[src/dmcr_pkg.sv]
// ----------------------------------------------------------------------------
// Dashed midpoint circle rasterizer package
// Shared widths, reset values and codes for the rasterizer and its channels.
// ----------------------------------------------------------------------------
package dmcr_pkg;

  // Default geometry widths.
  localparam int unsigned COORD_BITS_DEF  = 12;
  localparam int unsigned RADIUS_BITS_DEF = 10;

  // Configuration register file.
  localparam int unsigned CFG_DATA_BITS = 8;
  localparam int unsigned CFG_IDX_BITS  = 1;

  localparam logic [CFG_IDX_BITS-1:0] CFG_DASH_LENGTH = 1'b0;
  localparam logic [CFG_IDX_BITS-1:0] CFG_GAP_LENGTH  = 1'b1;

  localparam logic [CFG_DATA_BITS-1:0] DASH_LENGTH_RST = 8'd5;
  localparam logic [CFG_DATA_BITS-1:0] GAP_LENGTH_RST  = 8'd3;

  // Dash run counter width.
  localparam int unsigned RUN_BITS = 9;

  // Request codes.
  localparam logic REQ_START = 1'b0;
  localparam logic REQ_STEP  = 1'b1;

endpackage

[src/dmcr_ifs.sv]
// ----------------------------------------------------------------------------
// Dashed midpoint circle rasterizer channels
// Valid/ready request and pixel channels with source and sink views.
// ----------------------------------------------------------------------------
interface dmcr_req_if #(
  parameter int unsigned COORD_BITS  = dmcr_pkg::COORD_BITS_DEF,
  parameter int unsigned RADIUS_BITS = dmcr_pkg::RADIUS_BITS_DEF
);
  logic                          valid;
  logic                          ready;
  logic                          req_type;
  logic signed [COORD_BITS-1:0]  center_x;
  logic signed [COORD_BITS-1:0]  center_y;
  logic        [RADIUS_BITS-1:0] radius;

  modport source (output valid, req_type, center_x, center_y, radius, input ready);
  modport sink   (input valid, req_type, center_x, center_y, radius, output ready);
endinterface

interface dmcr_pix_if #(
  parameter int unsigned COORD_BITS = dmcr_pkg::COORD_BITS_DEF
);
  logic                        valid;
  logic                        ready;
  logic signed [COORD_BITS:0]  pixel_x;
  logic signed [COORD_BITS:0]  pixel_y;
  logic                        lit;
  logic                        last;
  logic                        done_res;

  modport source (output valid, pixel_x, pixel_y, lit, last, done_res, input ready);
  modport sink   (input valid, pixel_x, pixel_y, lit, last, done_res, output ready);
endinterface

[src/dashed_midpoint_circle_rasterizer.sv]
// ----------------------------------------------------------------------------
// Dashed midpoint circle rasterizer
// Walks the first octant of a circle with the midpoint decision and emits
// the mirrored points, each marked lit or blank by a dash/gap pattern.
// ----------------------------------------------------------------------------
// A start item takes the center and radius and produces four results, the
// axis points above, below, right and left of the center, all lit. Each step
// item moves one column along the first octant and produces eight results,
// the mirrored points of the new column, sharing one lit flag set by the
// dash/gap run counter. A step item while no circle is in progress produces
// one blank result at the origin, marked done. The last flag marks the final
// result of an item, and done_res is set on every result of the item that
// finishes the circle. Results leave through a single output register, one
// per cycle while the output is ready, so a start item holds it for 4 results,
// a step item 8 and an idle step 1; the output port sets the sustained rate.
// The circle state is updated when an item is accepted, and the next item is
// accepted in the same cycle that the last result of the current one is
// loaded into the output register, so the output never runs dry between
// items. Configuration writes may only be made while the block is idle.
// ----------------------------------------------------------------------------
module dashed_midpoint_circle_rasterizer #(
  parameter int unsigned COORD_BITS  = dmcr_pkg::COORD_BITS_DEF,
  parameter int unsigned RADIUS_BITS = dmcr_pkg::RADIUS_BITS_DEF
) (
  input  logic                              clk_i,
  input  logic                              rst_ni,
  input  logic                              cfg_we_i,
  input  logic [dmcr_pkg::CFG_IDX_BITS-1:0]  cfg_index_i,
  input  logic [dmcr_pkg::CFG_DATA_BITS-1:0] cfg_data_i,
  dmcr_req_if.sink                          req_i,
  dmcr_pix_if.source                        pix_o
);
  import dmcr_pkg::*;

  // The decision term stays within about twice the radius in magnitude.
  localparam int unsigned DW = RADIUS_BITS + 3;
  localparam int unsigned PW = COORD_BITS + 1;

  localparam logic [DW-1:0] DEC_ONE      = DW'(1);
  localparam logic [DW-1:0] DEC_EAST_INC = DW'(3);
  localparam logic [DW-1:0] DEC_DIAG_INC = DW'(5);

  localparam logic [2:0] PT_FIRST      = 3'd0;
  localparam logic [2:0] PT_START_JUMP = 3'd1;
  localparam logic [2:0] PT_START_NEXT = 3'd4;
  localparam logic [2:0] PT_START_LAST = 3'd5;
  localparam logic [2:0] PT_STEP_LAST  = 3'd7;

  typedef enum logic [1:0] {
    JOB_START,
    JOB_STEP,
    JOB_IDLE
  } job_kind_e;

  // Configuration registers.
  logic [CFG_DATA_BITS-1:0] dash_len_q;
  logic [CFG_DATA_BITS-1:0] gap_len_q;

  // Circle state.
  logic [RADIUS_BITS-1:0]   cur_x_q, cur_x_d;
  logic [RADIUS_BITS-1:0]   cur_y_q, cur_y_d;
  logic [DW-1:0]            dec_q, dec_d;
  logic [COORD_BITS-1:0]    ctr_x_q, ctr_x_d;
  logic [COORD_BITS-1:0]    ctr_y_q, ctr_y_d;
  logic                     pat_on_q, pat_on_d;
  logic [RUN_BITS-1:0]      run_q, run_d;
  logic                     active_q, active_d;

  // Job register: one accepted item whose results are being emitted.
  logic                     job_valid_q;
  job_kind_e                job_kind_q, job_kind_d;
  logic [COORD_BITS-1:0]    job_cx_q, job_cx_d;
  logic [COORD_BITS-1:0]    job_cy_q, job_cy_d;
  logic [RADIUS_BITS-1:0]   job_x_q, job_x_d;
  logic [RADIUS_BITS-1:0]   job_y_q, job_y_d;
  logic                     job_lit_q, job_lit_d;
  logic                     job_done_q, job_done_d;
  logic [2:0]               idx_q;

  // Output register.
  logic                     out_valid_q;
  logic [PW-1:0]            out_x_q, out_x_d;
  logic [PW-1:0]            out_y_q, out_y_d;
  logic                     out_lit_q;
  logic                     out_last_q, out_last_d;
  logic                     out_done_q;

  logic                     accept;
  logic                     load_out;
  logic                     is_last_pt;

  logic [RADIUS_BITS-1:0]   step_x;
  logic [RADIUS_BITS-1:0]   step_y;
  logic [DW-1:0]            step_dec;
  logic                     step_pat;
  logic [RUN_BITS-1:0]      step_run;
  logic                     step_done;

  logic [RADIUS_BITS-1:0]   off_a;
  logic [RADIUS_BITS-1:0]   off_b;
  logic                     neg_a;
  logic                     neg_b;

  // --------------------------------------------------------------------------
  // Configuration writes.
  // --------------------------------------------------------------------------
  always_ff @(posedge clk_i or negedge rst_ni) begin
    if (!rst_ni) begin
      dash_len_q <= DASH_LENGTH_RST;
      gap_len_q  <= GAP_LENGTH_RST;
    end else if (cfg_we_i) begin
      case (cfg_index_i)
        CFG_DASH_LENGTH: dash_len_q <= cfg_data_i;
        CFG_GAP_LENGTH:  gap_len_q  <= cfg_data_i;
        default: ;
      endcase
    end
  end

  // --------------------------------------------------------------------------
  // Handshake. The next item is taken as the last result of the current job
  // moves into the output register.
  // --------------------------------------------------------------------------
  always_comb begin
    case (job_kind_q)
      JOB_START: is_last_pt = (idx_q == PT_START_LAST);
      JOB_STEP:  is_last_pt = (idx_q == PT_STEP_LAST);
      default:   is_last_pt = 1'b1;
    endcase
  end

  assign load_out    = job_valid_q && (!out_valid_q || pix_o.ready);
  assign req_i.ready = !job_valid_q || (load_out && is_last_pt);
  assign accept      = req_i.valid && req_i.ready;

  // --------------------------------------------------------------------------
  // Midpoint step and dash pattern for a step item.
  // --------------------------------------------------------------------------
  always_comb begin
    step_x = cur_x_q + RADIUS_BITS'(1);
    if (dec_q[DW-1]) begin
      // Decision negative: move east.
      step_y   = cur_y_q;
      step_dec = dec_q + (DW'(cur_x_q) << 1) + DEC_EAST_INC;
    end else begin
      // Decision not negative: move diagonally.
      step_y   = cur_y_q - RADIUS_BITS'(1);
      step_dec = dec_q + ((DW'(cur_x_q) - DW'(cur_y_q)) << 1) + DEC_DIAG_INC;
    end

    step_pat = pat_on_q;
    step_run = run_q;
    if (pat_on_q) begin
      if (run_q >= RUN_BITS'(dash_len_q)) begin
        step_pat = 1'b0;
        step_run = '0;
      end
    end else begin
      if (run_q >= RUN_BITS'(gap_len_q)) begin
        step_pat = 1'b1;
        step_run = '0;
      end
    end

    step_done = !(step_y > step_x);
  end

  // --------------------------------------------------------------------------
  // State and job updates on an accepted item.
  // --------------------------------------------------------------------------
  always_comb begin
    cur_x_d    = cur_x_q;
    cur_y_d    = cur_y_q;
    dec_d      = dec_q;
    ctr_x_d    = ctr_x_q;
    ctr_y_d    = ctr_y_q;
    pat_on_d   = pat_on_q;
    run_d      = run_q;
    active_d   = active_q;

    job_kind_d = JOB_IDLE;
    job_cx_d   = '0;
    job_cy_d   = '0;
    job_x_d    = '0;
    job_y_d    = '0;
    job_lit_d  = 1'b0;
    job_done_d = 1'b1;

    if (req_i.req_type == REQ_START) begin
      cur_x_d    = '0;
      cur_y_d    = req_i.radius;
      dec_d      = DEC_ONE - DW'(req_i.radius);
      ctr_x_d    = req_i.center_x;
      ctr_y_d    = req_i.center_y;
      pat_on_d   = 1'b1;
      run_d      = RUN_BITS'(1);
      active_d   = (req_i.radius != '0);

      job_kind_d = JOB_START;
      job_cx_d   = req_i.center_x;
      job_cy_d   = req_i.center_y;
      job_y_d    = req_i.radius;
      job_lit_d  = 1'b1;
      job_done_d = (req_i.radius == '0);
    end else if (active_q) begin
      cur_x_d    = step_x;
      cur_y_d    = step_y;
      dec_d      = step_dec;
      pat_on_d   = step_pat;
      run_d      = step_run + RUN_BITS'(1);
      active_d   = !step_done;

      job_kind_d = JOB_STEP;
      job_cx_d   = ctr_x_q;
      job_cy_d   = ctr_y_q;
      job_x_d    = step_x;
      job_y_d    = step_y;
      job_lit_d  = step_pat;
      job_done_d = step_done;
    end
  end

  // --------------------------------------------------------------------------
  // Point selection: the eighth-symmetry of the current column.
  // --------------------------------------------------------------------------
  always_comb begin
    off_a = job_x_q;
    off_b = job_y_q;
    neg_a = 1'b0;
    neg_b = 1'b0;
    case (idx_q)
      3'd0: begin neg_a = 1'b0; neg_b = 1'b0; end
      3'd1: begin neg_a = 1'b0; neg_b = 1'b1; end
      3'd2: begin neg_a = 1'b1; neg_b = 1'b0; end
      3'd3: begin neg_a = 1'b1; neg_b = 1'b1; end
      3'd4: begin off_a = job_y_q; off_b = job_x_q; neg_a = 1'b0; neg_b = 1'b0; end
      3'd5: begin off_a = job_y_q; off_b = job_x_q; neg_a = 1'b1; neg_b = 1'b0; end
      3'd6: begin off_a = job_y_q; off_b = job_x_q; neg_a = 1'b0; neg_b = 1'b1; end
      3'd7: begin off_a = job_y_q; off_b = job_x_q; neg_a = 1'b1; neg_b = 1'b1; end
      default: ;
    endcase

    // Sums wrap at the output width.
    out_x_d = neg_a ? (PW'($signed(job_cx_q)) - PW'(off_a))
                    : (PW'($signed(job_cx_q)) + PW'(off_a));
    out_y_d = neg_b ? (PW'($signed(job_cy_q)) - PW'(off_b))
                    : (PW'($signed(job_cy_q)) + PW'(off_b));
    out_last_d = is_last_pt;
  end

  // --------------------------------------------------------------------------
  // Registers.
  // --------------------------------------------------------------------------
  always_ff @(posedge clk_i or negedge rst_ni) begin
    if (!rst_ni) begin
      cur_x_q     <= '0;
      cur_y_q     <= '0;
      dec_q       <= '0;
      ctr_x_q     <= '0;
      ctr_y_q     <= '0;
      pat_on_q    <= 1'b1;
      run_q       <= '0;
      active_q    <= 1'b0;
      job_valid_q <= 1'b0;
      job_kind_q  <= JOB_IDLE;
      idx_q       <= PT_FIRST;
      out_valid_q <= 1'b0;
    end else begin
      if (accept) begin
        cur_x_q  <= cur_x_d;
        cur_y_q  <= cur_y_d;
        dec_q    <= dec_d;
        ctr_x_q  <= ctr_x_d;
        ctr_y_q  <= ctr_y_d;
        pat_on_q <= pat_on_d;
        run_q    <= run_d;
        active_q <= active_d;
      end

      if (accept) begin
        job_valid_q <= 1'b1;
        job_kind_q  <= job_kind_d;
        idx_q       <= PT_FIRST;
      end else if (load_out) begin
        if (is_last_pt) begin
          job_valid_q <= 1'b0;
        end else if (job_kind_q == JOB_START && idx_q == PT_START_JUMP) begin
          idx_q <= PT_START_NEXT;
        end else begin
          idx_q <= idx_q + 3'd1;
        end
      end

      if (load_out) begin
        out_valid_q <= 1'b1;
      end else if (pix_o.ready) begin
        out_valid_q <= 1'b0;
      end
    end
  end

  always_ff @(posedge clk_i) begin
    if (accept) begin
      job_cx_q   <= job_cx_d;
      job_cy_q   <= job_cy_d;
      job_x_q    <= job_x_d;
      job_y_q    <= job_y_d;
      job_lit_q  <= job_lit_d;
      job_done_q <= job_done_d;
    end
    if (load_out) begin
      out_x_q    <= out_x_d;
      out_y_q    <= out_y_d;
      out_lit_q  <= job_lit_q;
      out_last_q <= out_last_d;
      out_done_q <= job_done_q;
    end
  end

  assign pix_o.valid    = out_valid_q;
  assign pix_o.pixel_x  = out_x_q;
  assign pix_o.pixel_y  = out_y_q;
  assign pix_o.lit      = out_lit_q;
  assign pix_o.last     = out_last_q;
  assign pix_o.done_res = out_done_q;

  // --------------------------------------------------------------------------
  // Assertions.
  // --------------------------------------------------------------------------

  // A circle in progress always has its column strictly inside the octant.
  assert property (@(posedge clk_i) disable iff (!rst_ni)
    active_q |-> (cur_y_q > cur_x_q))
    else $error("circle in progress outside the first octant");

  // A start job only visits the four axis points.
  assert property (@(posedge clk_i) disable iff (!rst_ni)
    (job_valid_q && job_kind_q == JOB_START) |->
      (idx_q == 3'd0 || idx_q == 3'd1 || idx_q == 3'd4 || idx_q == 3'd5))
    else $error("start job at a non-axis point");

  // A new item is only taken once the current job hands over its last result.
  assert property (@(posedge clk_i) disable iff (!rst_ni)
    (accept && job_valid_q) |-> (load_out && is_last_pt))
    else $error("item accepted over a job still emitting");

  // Loading the final result of a job marks it last.
  assert property (@(posedge clk_i) disable iff (!rst_ni)
    (load_out && is_last_pt) |=> (pix_o.valid && pix_o.last))
    else $error("final result of a job not marked last");

endmodule
[src/flat_wrapper.sv]
// flat-port wrapper written by rule: the top's interface ports become plain ports
module dashed_midpoint_circle_rasterizer_flat import dmcr_pkg::*;
#(
  parameter int unsigned COORD_BITS  = dmcr_pkg::COORD_BITS_DEF,
  parameter int unsigned RADIUS_BITS = dmcr_pkg::RADIUS_BITS_DEF
)
  (clk_i, rst_ni, cfg_we_i, cfg_index_i, cfg_data_i, req_i_valid, req_i_req_type, req_i_center_x, req_i_center_y, req_i_radius, req_i_ready, pix_o_valid, pix_o_pixel_x, pix_o_pixel_y, pix_o_lit, pix_o_last, pix_o_done_res, pix_o_ready);
  dmcr_req_if #(.COORD_BITS(COORD_BITS), .RADIUS_BITS(RADIUS_BITS)) req_i_i ();
  dmcr_pix_if #(.COORD_BITS(COORD_BITS)) pix_o_i ();
  input  logic clk_i;
  input  logic rst_ni;
  input  logic cfg_we_i;
  input  logic [dmcr_pkg::CFG_IDX_BITS-1:0] cfg_index_i;
  input  logic [dmcr_pkg::CFG_DATA_BITS-1:0] cfg_data_i;
  input wire logic [$bits(req_i_i.valid)-1:0] req_i_valid;
  input wire logic [$bits(req_i_i.req_type)-1:0] req_i_req_type;
  input wire logic [$bits(req_i_i.center_x)-1:0] req_i_center_x;
  input wire logic [$bits(req_i_i.center_y)-1:0] req_i_center_y;
  input wire logic [$bits(req_i_i.radius)-1:0] req_i_radius;
  output wire logic [$bits(req_i_i.ready)-1:0] req_i_ready;
  output wire logic [$bits(pix_o_i.valid)-1:0] pix_o_valid;
  output wire logic [$bits(pix_o_i.pixel_x)-1:0] pix_o_pixel_x;
  output wire logic [$bits(pix_o_i.pixel_y)-1:0] pix_o_pixel_y;
  output wire logic [$bits(pix_o_i.lit)-1:0] pix_o_lit;
  output wire logic [$bits(pix_o_i.last)-1:0] pix_o_last;
  output wire logic [$bits(pix_o_i.done_res)-1:0] pix_o_done_res;
  input wire logic [$bits(pix_o_i.ready)-1:0] pix_o_ready;
  assign req_i_i.valid = req_i_valid;
  assign req_i_i.req_type = req_i_req_type;
  assign req_i_i.center_x = req_i_center_x;
  assign req_i_i.center_y = req_i_center_y;
  assign req_i_i.radius = req_i_radius;
  assign req_i_ready = req_i_i.ready;
  assign pix_o_valid = pix_o_i.valid;
  assign pix_o_pixel_x = pix_o_i.pixel_x;
  assign pix_o_pixel_y = pix_o_i.pixel_y;
  assign pix_o_lit = pix_o_i.lit;
  assign pix_o_last = pix_o_i.last;
  assign pix_o_done_res = pix_o_i.done_res;
  assign pix_o_i.ready = pix_o_ready;
  dashed_midpoint_circle_rasterizer #(.COORD_BITS(COORD_BITS), .RADIUS_BITS(RADIUS_BITS)) u_core (.clk_i(clk_i), .rst_ni(rst_ni), .cfg_we_i(cfg_we_i), .cfg_index_i(cfg_index_i), .cfg_data_i(cfg_data_i), .req_i(req_i_i), .pix_o(pix_o_i));
endmodule
[config.mk]
export PLATFORM = sky130hd
export DESIGN_NAME = dashed_midpoint_circle_rasterizer_flat
export DESIGN_NICKNAME = d
export VERILOG_FILES = /design/src/dmcr_pkg.sv /design/src/dmcr_ifs.sv /design/src/dashed_midpoint_circle_rasterizer.sv /design/src/flat_wrapper.sv
export SDC_FILE = /design/constraint.sdc
export NUM_CORES = 1
export LEC_CHECK = 0
export BUFFER_PORTS_ARGS = -buffer_cell sky130_fd_sc_hd__buf_2
export CAP_MARGIN = 20
export CORE_UTILIZATION = 50
export CTS_BUF_LIST = sky130_fd_sc_hd__clkbuf_4
export DETAILED_ROUTE_END_ITERATION = 8
export PLACE_DENSITY = 0.71
export SYNTH_ARGS = -nofsm -noshare
export SYNTH_HDL_FRONTEND = slang
export SYNTH_SLANG_ARGS = --single-unit
[constraint.sdc]
create_clock -name clk_i -period 3.54 [get_ports clk_i]
set_clock_uncertainty 0.2 [all_clocks]
set_input_delay 0.708 -clock clk_i [delete_from_list [all_inputs] [get_ports clk_i]]
set_output_delay 0.708 -clock clk_i [all_outputs]
set_load 0.005 [all_outputs]
==> results of run 1 <==
-- state kept, by name, summed over array words and instances (netlist names), 12 cells and up --
register,cells
u_core.ctr_x_q,12
u_core.ctr_y_q,12
u_core.dec_q,13
u_core.job_cx_q,12
u_core.job_cy_q,12
u_core.pix_o.pixel_x,13
u_core.pix_o.pixel_y,13
-- layout by cell type, fill, tap and decap left out, types with 24 or more instances in the layout --
cell type / netlist / layout
ha_1: 112 / 104
edfxtp_1: 75 / 75
buf_2: 9 / 78
a21oi_1: 51 / 48
xor2_1: 24 / 24
xnor2_1: 55 / 55
a22o_1: 26 / 26
o21ai_0: 76 / 60
dfrtp_1: 85 / 83
nor3_1: 35 / 34
inv_1: 74 / 71
buf_4: 0 / 65
nand3_1: 28 / 28
nor2_1: 65 / 64
nand2_1: 80 / 80
mux2_2: 41 / 41
-- how the worst max path moves through the flow --
stage	startpoint	endpoint	slack, ns	depth (start not counted)
after floorplan	u_core.cur_x_q[0]$_DFFE_PN0P_	u_core.dec_q[12]$_DFFE_PN0P_	0.01	17
after global placement	u_core.cur_x_q[0]$_DFFE_PN0P_	u_core.dec_q[12]$_DFFE_PN0P_	-0.009	17
after detailed placement	u_core.cur_y_q[1]$_DFFE_PN0P_	u_core.dec_q[12]$_DFFE_PN0P_	-0.06	14
after CTS	u_core.cur_x_q[0]$_DFFE_PN0P_	u_core.dec_q[12]$_DFFE_PN0P_	-0.0006	17
after global routing	u_core.cur_x_q[0]$_DFFE_PN0P_	u_core.dec_q[12]$_DFFE_PN0P_	-0.17	17
final	u_core.cur_x_q[0]$_DFFE_PN0P_	u_core.dec_q[12]$_DFFE_PN0P_	-0.01	17
-- power by group through the flow --
stage | combinational, mW | clock, mW | sequential (mW)
CTS | 7.54 | 1.22 | 3.30
global placement | 7.21 | 0 | 3.32
floorplan | 5.52 | 0 | 3.26
finish | 8.11 | 1.19 | 3.31
detailed placement | 7.43 | 0 | 3.35
global route | 9.01 | 1.30 | 3.39
-- cell families after synthesis --
group	Yosys count	synth area share, %
multiplexers	65	6.24
AO/OA/AOI/OAI	274	16.8
buffers and inverters	108	4.17
adder cells (fa/ha/maj)	117	13.3
AND/OR/NAND/NOR	296	13.0
flip-flops	166	40.3
XOR/XNOR	79	6.15
-- layer usage --
layer	track usage (%)	vias up
met1	29.4	4233
met2	36.6	226
met5	0	-
met4	7.14	0
li1	-	4349
met3	4.05	35
-- cells in the mapped netlist (all sizes together) (3+ instances only) --
cell type,n,area share [%]
o22ai,8,0.44
a211oi,16,1.3
dfrtp,85,19
clkbuf,15,0.50
or2,3,0.17
nor4,6,0.33
a21oi,52,2.3
o311ai,3,0.23
buf,18,1.2
o41ai,4,0.38
o21a,5,0.33
and3,9,0.50
mux2,41,4.1
nor2b,8,0.44
dfstp,6,1.4
nand3b,3,0.31
a22o,26,2.0
o2111ai,4,0.31
nor3b,7,0.47
a221oi,4,0.42
a211o,3,0.23
ha,112,12
inv,74,2.5
nand3,28,1.2
or3,8,0.44
nand4,11,0.61
a31oi,7,0.39
o21ai,81,3.6
o211ai,6,0.40
o21bai,6,0.40
o31ai,6,0.52
a21o,18,1.2
nand2b,17,0.95
nor3,36,1.7
xor2,24,1.9
xnor2,55,4.3
mux2i,24,2.1
and2,8,0.44
edfxtp,75,20
fa,5,0.89
a2111oi,3,0.23
nand2,80,2.7
nor2,65,2.2
-- final cells by class --
type	count	area share, %
Multi-Input combinational cell	831	49.9
Sequential cell	166	34.9
Timing Repair Buffer	152	7.93
Tap cell	280	2.69
Inverter	75	2.17
Clock inverter	14	1.27
Clock buffer	18	1.04
Antenna cell	1	0.0192
-- tightest hold or removal path, cell delays in order --
cell     delay (ns)
buf_2          0.10
nand2_1        0.04
o21ai_0        0.07
-- through the flow --
stage	std cells	power (mW)	setup TNS (ns)	setup WS [ns]
after floorplan	1105	8.78	0	0.00973
after detailed placement	1487	10.8	-0.0635	-0.0635
after global routing	1537	13.7	-0.472	-0.166
final	1537	12.6	-0.0118	-0.0118
after global placement	1487	10.5	-0.00883	-0.00883
after CTS	1521	12.1	-0.000637	-0.000637
-- timing repair --
action | in CTS | in global routing
setup buffers | 1 | 13
endpoints found under the hold margin | 39 | 0
hold buffers | 1 | 0
resized for setup | 8 | 64
cloned | 0 | 1
setup endpoints to repair | 3 | 17
pin swaps | 3 | 12
==> results.py, run 1 <==
metrics = {
    "outcome": {
        "status": "finished with violations",
        "failed_checks": "design-rule violations, negative setup slack",
    },
    "global_route": {
        "grt_pass1_vias": 8324,
        "grt_antenna_before_repair": 1,
        "grtUsageTotal_pct": 22.1,
        "overflow": 0,
        "grt_pass1_wl_um": 40900,
        "grt_max_degree": 54,
    },
    "power": {
        "combPwrFrac_pct": 64.3,
        "powerDensity_nw_per_um2": 970,
        "seqPwrFrac_pct": 26.3,
        "p_switching_mw": 5.41,
        "p_clk_share_pct": 9.4,
        "p_int_mw": 7.20,
        "swShare_pct": 42.9,
        "ir_drop_uv": 1070,
        "leakagePower_nw": 5.70,
    },
    "sta": {
        "fin_crit_ns": 3.55,
        "finalSetupViolCount": 1,
        "setup_ws_ns": -0.0118,
        "tightest_slew_ns": 0.934,
        "hold_slack_ns": 0.140,
        "hold_violations": 0,
        "finalCritPeriodShare_pct": 100,
        "slew_headroom_pct": 37.6,
        "rsz0062_at_grt": "true",
        "max_freq_mhz": 282,
        "drv_slew": 0,
    },
    "finish": {
        "fill_cells": 1816,
        "drive_gt1_share_pct": 23.5,
        "register_area_um2": 4540,
        "synthToLayoutAreaGrowth_pct": 15.5,
        "post-route-util_pct": 59.2,
        "final_area_um2": 13000,
        "nets": 1409,
        "multi_input_area_um2": 6490,
    },
    "yosys": {
        "ys_warn_count": 0,
        "syn_nets": 1271,
        "seq_area_frac_synth_pct": 40.3,
        "syn-cell-area_um2": 11300,
        "synth_seq_cells": 166,
        "ys_types": 78,
        "synthArstFlopShare_pct": 54.8,
        "postSynthCellCount": 1105,
        "synth_ff_type": "dfrtp_1",
        "postSynthAreaPerCell_um2": 10.2,
        "synth_edf_count": 75,
    },
    "cts": {
        "path_clk_slew_ns": 0.16,
        "cts-htree-levels": 4,
        "cts_tree": "done",
        "cts_made_buffers": 17,
        "clockBufferDepth": 2,
        "cts_root_buf": "clkbuf_4",
        "clock_latency_ns": 0.55,
        "cts.sinks": 166,
    },
    "hold_path": {
        "hold_end": "u_core.dash_len_q[2]$_DFFE_PN1P_",
        "hold_class": "in -> reg",
        "hold_path_depth": 3,
        "holdCritStartpoint": "cfg_data_i[2]",
    },
    "routing": {
        "dr.pass1.iters": 7,
        "ant_nets": 0,
        "dr_wl_met2_um": 12300,
        "top_layer_used": "met4",
        "wl_met1_um": 11600,
        "vias": 8843,
        "wire_per_inst_um": 16.8,
        "drc": 16,
        "vias_per_cell": 5.75,
        "routed_wl_um": 25800,
        "initialDrtViolationCount": 504,
        "met3WireLength_um": 1370,
    },
    "worst_setup_path": {
        "critPathArrivalTime_ns": 3.82,
        "worstSetupPathType": "reg -> reg",
        "rrSetupSlack_ns": -0.01,
        "crit_fanout": 5,
        "end_kind": "flip-flop",
        "crit_family": "compound AO/OA/AOI/OAI gates",
        "critPathLaunchType": "flip-flop",
        "path_cells": "inv_2 -> ha_4 -> inv_2 -> fa_2 -> a211oi_2 -> nor2_1 -> o21a_1 -> nor2_1 -> xnor2_1 -> ha_1 -> ha_4 -> a21o_1 -> a21o_1 -> nor3b_4 -> a221oi_2 -> xnor2_1 -> o311ai_1",
        "rr_startpoint": "u_core.cur_x_q[0]$_DFFE_PN0P_",
        "r2r_cells": 17,
        "critPathSlowestCell": "dfrtp_1",
        "r2r-end": "u_core.dec_q[12]$_DFFE_PN0P_",
        "worstPathRequired_ns": 3.81,
        "cpPeakStageDelay_ns": 0.41,
        "path_buf_inv": 2,
    },
    "floorplan": {
        "io_pins": 80,
        "die-area_um2": 23100,
        "fp.coreArea_um2": 22000,
        "fp.dieW_um": 152,
        "rows": 54,
        "start_util_pct": 51.2,
        "die_h_um": 152,
    },
    "placed_design": {
        "dp_hpwl_um": 19100,
        "placed_cell_area_um2": 12300,
        "routabilityCongestion": 0.906,
        "port-buffer-count": 79,
    },
    "flow_run": {
        "max-cap-violations": 0,
    },
}
Power figures use the tool's default switching activity.
==> inputs of run 2 (changes only) <==
--- a/config.mk
+++ b/config.mk
@@ -14,3 +14,4 @@
 export SYNTH_ARGS = -nofsm -noshare
 export SYNTH_HDL_FRONTEND = slang
 export SYNTH_SLANG_ARGS = --single-unit
+export TNS_END_PERCENT = 50
==> run 2 against run 1 <==
Effect of this change:
- the flow still finishes with violations (design-rule violations, negative setup slack)
- global-route usage did not move
- sequential power barely moved
- routed wire length barely moved
- cell count did not move
- combinational power barely moved
- setup slack got worse by 0.0082 ns
- flip-flop and latch count did not move
==> results.py, run 2 (same netlist as run 1, synthesis figures left out) <==
metrics = {
    "cts": {
        "cts.sinks": 166,
        "cts_tree": "done",
        "cts-htree-levels": 4,
        "cts_made_buffers": 17,
        "path_clk_slew_ns": 0.16,
        "clockBufferDepth": 2,
        "clock_latency_ns": 0.55,
        "cts_root_buf": "clkbuf_4",
    },
    "power": {
        "combPwrFrac_pct": 64.2,
        "p_int_mw": 7.18,
        "ir_drop_uv": 1080,
        "seqPwrFrac_pct": 26.3,
        "p_switching_mw": 5.40,
        "powerDensity_nw_per_um2": 969,
        "p_clk_share_pct": 9.4,
        "leakagePower_nw": 5.70,
        "swShare_pct": 42.9,
    },
    "routing": {
        "dr.pass1.iters": 7,
        "vias_per_cell": 5.77,
        "initialDrtViolationCount": 505,
        "wire_per_inst_um": 16.8,
        "ant_nets": 0,
        "drc": 16,
        "routed_wl_um": 25800,
        "vias": 8867,
    },
    "finish": {
        "final_common_cell": "ha_1",
        "post-route-util_pct": 59.1,
        "stdcell_count": 1537,
        "drive_gt1_share_pct": 23.2,
        "nets": 1409,
        "fill_cells": 1823,
        "synthToLayoutAreaGrowth_pct": 15.4,
        "final_cell_mix": "ha_1, dfrtp_1, nand2_1",
    },
    "placed_design": {
        "place_inst": 1487,
        "dp_hpwl_um": 19100,
        "routabilityCongestion": 0.906,
        "port-buffer-count": 79,
    },
    "sta": {
        "rsz0062_at_grt": "true",
        "setup_ws_ns": -0.0199,
        "tightest_slew_ns": 0.944,
        "setup_tns_ns": -0.0199,
        "max_freq_mhz": 281,
        "finalSetupViolCount": 1,
        "fin_crit_ns": 3.56,
        "slew_headroom_pct": 36.9,
        "drv_slew": 0,
        "finalCritPeriodShare_pct": 101,
        "hold_violations": 0,
    },
    "floorplan": {
        "fp.dieW_um": 152,
        "io_pins": 80,
        "fp.coreArea_um2": 22000,
        "start_util_pct": 51.2,
        "die_h_um": 152,
        "die-area_um2": 23100,
        "rows": 54,
    },
    "worst_setup_path": {
        "crit_fanout": 5,
        "critPathLaunchType": "flip-flop",
        "end_kind": "flip-flop",
        "worstPathRequired_ns": 3.81,
        "worstSetupPathType": "reg -> reg",
        "critPathArrivalTime_ns": 3.83,
    },
    "global_route": {
        "grtUsageTotal_pct": 22.1,
        "met1_usage_pct": 29.4,
        "grt_antenna_before_repair": 1,
        "grt_pass1_wl_um": 40900,
        "busiest_layer": "met2",
        "overflow": 0,
        "met2_usage_pct": 36.6,
        "grt_max_degree": 54,
        "grt_pass1_vias": 8324,
        "globalRouteMet3Util_pct": 4.05,
    },
    "hold_path": {
        "hold_class": "in -> reg",
    },
    "outcome": {
        "status": "finished with violations",
        "failed_checks": "design-rule violations, negative setup slack",
    },
    "flow_run": {
        "max-cap-violations": 0,
    },
}
-- run 2: stage by stage --
step / cell area, um2 / total power, mW / setup WS, ns / hold slack, ns
floorplan: 11300 / 8.78 / 0.00973 / 0.200
global placement: 12300 / 10.5 / -0.00883 / 0.203
detailed placement: 12300 / 10.8 / -0.0635 / 0.210
finish: 13000 / 12.6 / -0.0199 / 0.139
global route: 13000 / 13.7 / -0.166 / 0.0915
CTS: 12700 / 12.1 / -0.000637 / 0.0947
-- run 2: final timing paths --
check,start,end,slack (ns),cells after the start
setup / recovery,u_core.cur_x_q[0]$_DFFE_PN0P_,u_core.dec_q[12]$_DFFE_PN0P_,-0.02,17
hold / removal,cfg_data_i[2],u_core.dash_len_q[2]$_DFFE_PN1P_,0.14,3
setup reg to reg,u_core.cur_x_q[0]$_DFFE_PN0P_,u_core.dec_q[12]$_DFFE_PN0P_,-0.02,17
hold reg to reg,u_core.job_done_q$_DFFE_PP_,u_core.pix_o.done_res$_DFFE_PP_,0.23,0
max in group asynchronous,rst_ni,u_core.pat_on_q$_DFFE_PN1P_,1.93,3
min in group asynchronous,rst_ni,u_core.dash_len_q[4]$_DFFE_PN0P_,0.48,2
-- run 2: worst max-delay path, stage by stage, from the launching register on --
cell	delay (ns)
dfrtp_1	0.41
inv_2	0.08
ha_4	0.12
inv_2	0.04
fa_2	0.37
a211oi_2	0.18
nor2_1	0.08
o21a_1	0.17
nor2_1	0.11
xnor2_1	0.13
ha_1	0.28
ha_4	0.27
a21o_1	0.17
a21o_1	0.21
nor3b_4	0.20
a221oi_2	0.10
xnor2_1	0.13
o311ai_1	0.23
-- run 2: layer usage --
metal  vias up  routed length (um)
met4         0                 592
met5         -                   0
li1       4353                   -
met3        36                1240
met1      4246               11700
met2       232               12300
-- run 2: power by group through the flow --
stage / registers, mW / clock network, mW / logic (mW)
3_5_place_dp: 3.35 / 0 / 7.43
2_1_floorplan: 3.26 / 0 / 5.52
6_report: 3.31 / 1.19 / 8.08
5_1_grt: 3.39 / 1.30 / 8.98
4_1_cts: 3.30 / 1.22 / 7.54
3_3_place_gp: 3.32 / 0 / 7.21
-- run 2: repair_timing --
item / in CTS / in global routing
pin swaps: 3 / 12
endpoints found under the setup margin: 3 / 17
gates cloned: 0 / 1
hold buffers: 1 / 0
endpoints found under the hold margin: 39 / 0
gates resized for setup: 8 / 57
buffers inserted: 1 / 13
-- run 2: cell type report --
| cell class | count | area [um2] | share of cell area, % |
|---|---|---|---|
| well taps | 280 | 350 | 2.70 |
| clock inverters | 14 | 165 | 1.27 |
| clock buffers | 18 | 135 | 1.04 |
| flip-flops and latches | 166 | 4540 | 35.0 |
| diodes | 1 | 2.50 | 0.0193 |
| inverters | 75 | 282 | 2.17 |
| multi-input cells | 831 | 6480 | 49.9 |
| repair buffers | 152 | 1030 | 7.94 |
